`config.mk`:
```
export PLATFORM = sky130hd
export DESIGN_NAME = lbmcol_moments
export DESIGN_NICKNAME = d
export VERILOG_FILES = /design/src/design/lbmcol_pkg.sv /design/src/design/lbmcol_moments.sv
export SDC_FILE = /design/constraint.sdc
export NUM_CORES = 2
export LEC_CHECK = 0
export CAP_MARGIN = 40
export CORE_MARGIN = 3
export CORE_UTILIZATION = 40
export CTS_BUF_LIST = sky130_fd_sc_hd__clkbuf_16
export CTS_CLUSTER_SIZE = 30
export DETAILED_ROUTE_END_ITERATION = 8
export DONT_BUFFER_PORTS = 1
export PLACE_DENSITY = 0.52
export SLEW_MARGIN = 20
export SYNTH_ARGS = -nofsm -noshare
export SYNTH_HDL_FRONTEND = slang
export SYNTH_SLANG_ARGS = --single-unit
export TNS_END_PERCENT = 10
```
`constraint.sdc`:
```
create_clock -name clk -period 5.9 [get_ports clk]
set_input_delay 1.18 -clock clk [delete_from_list [all_inputs] [get_ports clk]]
set_output_delay 1.18 -clock clk [all_outputs]
set_load 0.005 [all_outputs]
```
`src/design/lbmcol_pkg.sv`:
```
// shared types, constants and helper functions of the d2q9 collision block
`default_nettype none
package lbmcol_pkg;

  localparam int NDIR = 9;

  // weight classes: rest 16/36, axis 4/36, diagonal 1/36
  localparam logic [1:0] WCLS_REST = 2'd0;
  localparam logic [1:0] WCLS_AXIS = 2'd1;
  localparam logic [1:0] WCLS_DIAG = 2'd2;

  // divider datapath width and latency
  localparam int DIV_W   = 62;
  localparam int DIV_LAT = 33;
  // collision lane latency
  localparam int LANE_LAT = 11;
  // moment summation latency
  localparam int MOM_LAT = 2;

  // floor(2^26 / 9), exact to one after a single correction for values below 2^22
  localparam int          RECIP9_SHIFT = 26;
  localparam logic [22:0] RECIP9       = 23'd7456540;

  localparam logic [15:0] RELAX_RESET = 16'd16384;
  localparam int          OMEGA_BITS  = 14;

  typedef logic signed [31:0] fix_t;
  typedef fix_t dist_vec_t [NDIR];

  typedef struct packed {
    fix_t in_rest;
    fix_t in_east;
    fix_t in_north;
    fix_t in_west;
    fix_t in_south;
    fix_t in_northeast;
    fix_t in_northwest;
    fix_t in_southwest;
    fix_t in_southeast;
  } in_item_t;

  typedef struct packed {
    fix_t out_rest;
    fix_t out_east;
    fix_t out_north;
    fix_t out_west;
    fix_t out_south;
    fix_t out_northeast;
    fix_t out_northwest;
    fix_t out_southwest;
    fix_t out_southeast;
    fix_t density;
    fix_t velocity_x;
    fix_t velocity_y;
  } out_item_t;

  function automatic fix_t sat32(input logic signed [63:0] x);
    if (x > 64'sd2147483647) begin
      return 32'sh7fffffff;
    end else if (x < -64'sd2147483648) begin
      return 32'sh80000000;
    end
    return x[31:0];
  endfunction

  function automatic logic signed [1:0] dir_cx(input int unsigned d);
    case (d)
      1, 5, 8: return 2'sd1;
      3, 6, 7: return -2'sd1;
      default: return 2'sd0;
    endcase
  endfunction

  function automatic logic signed [1:0] dir_cy(input int unsigned d);
    case (d)
      2, 5, 6: return 2'sd1;
      4, 7, 8: return -2'sd1;
      default: return 2'sd0;
    endcase
  endfunction

  function automatic logic [1:0] dir_class(input int unsigned d);
    case (d)
      0:          return WCLS_REST;
      1, 2, 3, 4: return WCLS_AXIS;
      default:    return WCLS_DIAG;
    endcase
  endfunction

endpackage
`default_nettype wire

```
`src/design/lbmcol_moments.sv`:
```
// two-stage density and momentum summation with saturation
`default_nettype none
module lbmcol_moments
  import lbmcol_pkg::*;
(
  input  wire logic      clk,
  input  wire logic      en,
  input  wire dist_vec_t f_in,
  output dist_vec_t      f_out,
  output fix_t           rho,
  output fix_t           mx,
  output fix_t           my
);

  logic signed [33:0] ra, rb, rc, mxa, mxb, mya, myb;
  dist_vec_t          f1;
  logic signed [35:0] rsum, mxsum, mysum;

  always_ff @(posedge clk) begin
    if (en) begin
      ra  <= 34'(f_in[0]) + 34'(f_in[1]) + 34'(f_in[2]);
      rb  <= 34'(f_in[3]) + 34'(f_in[4]) + 34'(f_in[5]);
      rc  <= 34'(f_in[6]) + 34'(f_in[7]) + 34'(f_in[8]);
      mxa <= 34'(f_in[1]) - 34'(f_in[3]) + 34'(f_in[5]);
      mxb <= 34'(f_in[8]) - 34'(f_in[6]) - 34'(f_in[7]);
      mya <= 34'(f_in[2]) - 34'(f_in[4]) + 34'(f_in[5]);
      myb <= 34'(f_in[6]) - 34'(f_in[7]) - 34'(f_in[8]);
      f1  <= f_in;
    end
  end

  assign rsum  = 36'(ra) + 36'(rb) + 36'(rc);
  assign mxsum = 36'(mxa) + 36'(mxb);
  assign mysum = 36'(mya) + 36'(myb);

  always_ff @(posedge clk) begin
    if (en) begin
      rho   <= sat32(64'(rsum));
      mx    <= sat32(64'(mxsum));
      my    <= sat32(64'(mysum));
      f_out <= f1;
    end
  end

endmodule
`default_nettype wire

```
==> results.md <==
* I/O pins at 674
* Commonest cells after routing, fill and taps aside: 910 x edfxtp_1, 433 x inv_1, 337 x ha_1, 266 x a21oi_1, 264 x fa_1
* Main synth FF type: edfxtp_1
* Drt pass-1 iters at 5
* Grt ovf at 0
* Area of the die at 0.133 mm^2
* Yosys warns at 0
* Postcts setup bufs at 0
* Register area share after synthesis at 53.3%
* Inserted Clock Buffers at 103
* FFs w/ async S/R, synth at 0%
* Post-CTS Hold Fix Bufs at 0
* Total power at 27900 uW
* Synth area leaders: edfxtp_1 53%, fa_1 10%, ha_1 8.2%, inv_1 3.1%, xnor2_1 3.0%
* Fin cells at 5769
* Vias post-DR at 31100
* Slowest cell delay on critical path at 0.55 ns
* Min-delay src: f1[208]
* Nets@finish at 4926
* Most common cell on crit path: fa_1
* Final setup violation count at 0
* Leak pwr at 0.0224 uW
* Iteration-0 DRC Markers at 2412
* Filler cells at 11400
* PwrDens at 491 mW/mm^2
* Mapped Cells at 3960
* Die Wd at 364 um
* Worst path cell trace: fa_1, ha_1, inv_1, fa_1, nand2b_1, a211oi_2, o211ai_1, a21o_1, o31ai_1, a21oi_1, o221a_2, o31ai_4, buf_4, a41o_1
* Area of the multi-input gates at 0.0221 mm^2
* Commonest non-fill, non-tap cell in the layout: edfxtp_1
* Worst path required time at 6.47 ns
* VDD IR max at 0.317 mV
* Top cell type's share of synthesized area at 53.3%
* CTS H-tree lvls at 3
* Mapped Area at 0.0513 mm^2
* Distinct cells, synth at 96
* Post-route design area at 0.0569 mm^2
* Port buffer count at 0
* Post-cts resize count at 0
* Worst-Skew Late Latency at 0.71 ns
* Critical path class: reg -> reg
* Total Wirelength at 142000 um
* Worst slew margin at 11.6%
* Final count of pins violating max slew at 0
* Hpwl dp at 112000 um
* Tcrit/Tclk final at 81.9%
* Placed insts at 5575
* Pin count of the biggest net entering global routing at 911
* Tot GR Track Use at 21.2%
* Global-route wire length before repair at 207000 um
* Via density at 5.39
* Die Y at 364 um
* CP startpoint kind: register
* Share of cells above drive strength 1 at 6.80%
* Seq. cell area at 0.0273 mm^2
* Critical path fanouts, max at 27
* Max_cap viols at 0
* Worst EP arrival at 5.40 ns
* Fin crit period at 4.83 ns
* Clock Skews at 0.0197 ns
* Final Core Density at 45.0%
* Clock Path Buffers at 3
* Clk slew on worst S/H paths at 0.06 ns
* Leading area contributor after synthesis: edfxtp_1
* Crit end category: register
* Post-Route Setup TNS at 0 ns
* Vias in the first global route at 31600
* Hold Path Depth at 0
* Clock Tree Root: clkbuf_16
* Number of synthesized flops with an enable pin at 910
* DRC at 0
* Post-route ant nets at 0
* P&R area growth vs syn at 10.9%
* CTS tree: yes
* Syn Nets at 4851
* Slowest stage cell on the critical path: fa_1
* Core Area at 0.126 mm^2
* Cell Rows at 130
* Average size of a mapped cell at 12.9 um^2
* Setup crit start: ra[1]
* Slew at the pin with the worst max-slew slack at 1.33 ns
* Routed length per placed instance at 24.5 um
* Worst R2R Path Depth at 14
* Final count of hold timing violations at 0
* Initial antenna violation count at 3
* Status: finished, final reports clean
* FF+latch count, synth at 910
* Final RePlAce weighted congestion at 0.892
* Worst reg2reg startpoint: ra[1]
* Clock Sinks at 910
* RSZ-0062 raised after global routing: no
* Max Freq at 207 MHz
* DP Area at 0.0532 mm^2
* Initial cell density of the core at 40.6%
* Worst min path class: reg -> reg
## cell usage after synthesis (all sizes together), types with 9 or more instances
cell type	number
nand2	163
o31a	11
clkbuf	37
o311ai	9
inv	421
a221oi	11
a21boi	10
and3	35
xnor2	175
a31o	10
edfxtp	910
a2111oi	15
o21ai	218
a31oi	42
fa	264
nor3	55
nor2	177
o31ai	23
or4	11
a211oi	40
ha	337
o21bai	37
a21o	162
a21oi	268
and2	14
xor2	89
nand4	31
or3	14
nor2b	38
nand3	59
nand2b	42
a211o	15
buf	19
o21a	48
or2	16
nand3b	10
o211ai	21
## final timing paths
check	slack, ns	to
hold / removal	0.41	f_out[208]
setup reg to reg	1.07	rho[15]
setup / recovery	1.07	rho[15]
hold reg to reg	0.41	f_out[208]
## worst max-delay path, delay by kind of cell, from the launching register on
family | cells | cell delay [ns]
DFF | 1 | 0.39
adders and majority gates | 3 | 1.15
buffers and inverters | 2 | 0.48
and+or+nand+nor | 1 | 0.23
AOI/OAI and AO/OA | 8 | 2.42
## routing by layer
layer	vias up	GRT usage (%)	part of all wire [%]
li1	14600	-	-
met1	15400	29.1	45
met2	875	32.9	45
met3	186	6.03	7.5
met4	2	6.21	2.8
met5	-	0	0.0049
## where the power goes
group	total, uW	switching, uW	leakage (uW)	internal (uW)
Clock	6690	2740	0.00176	3950
Combinational	11300	6770	0.0118	4540
Sequential	9930	973	0.00886	8950
Total	27900	10500	0.0224	17400
## kinds of logic (layout without fill, tap and decap cells)
family,Yosys count,count (layout),synth area share [%]
AO/OA/AOI/OAI,1005,1005,13.1
flip-flops,910,910,53.3
AND/OR/NAND/NOR,695,695,6.72
adder cells (fa/ha/maj),601,601,18.5
buffers and inverters,477,634,3.69
XOR/XNOR,264,264,4.51
multiplexers,8,8,0.161
other,0,2,0
## sequential cells by signal, summed over array words and instances (netlist names)
name / flops
mya: 34
rb: 34
mxb: 34
mxa: 34
rc: 34
f_out: 288
ra: 34
mx: 32
rho: 32
my: 32
myb: 34
f1: 288
## final cells by class
cell class              instances  area share, %
diodes                          2        0.00880
clock buffers                 105           4.62
clock inverters                82           1.58
inverters                     421           2.78
multi-input cells            2573           38.8
flip-flops and latches        910           48.0
well taps                    1650           3.63
repair buffers                 26          0.519
## through the flow
stage	worst slack, ns	hold WS [ns]
after floorplan	1.09	0.400
after global placement	0.390	0.400
after detailed placement	0.430	0.405
after CTS	0.981	0.411
after global routing	0.677	0.415
final	1.07	0.411
Power figures use the tool's default switching activity.
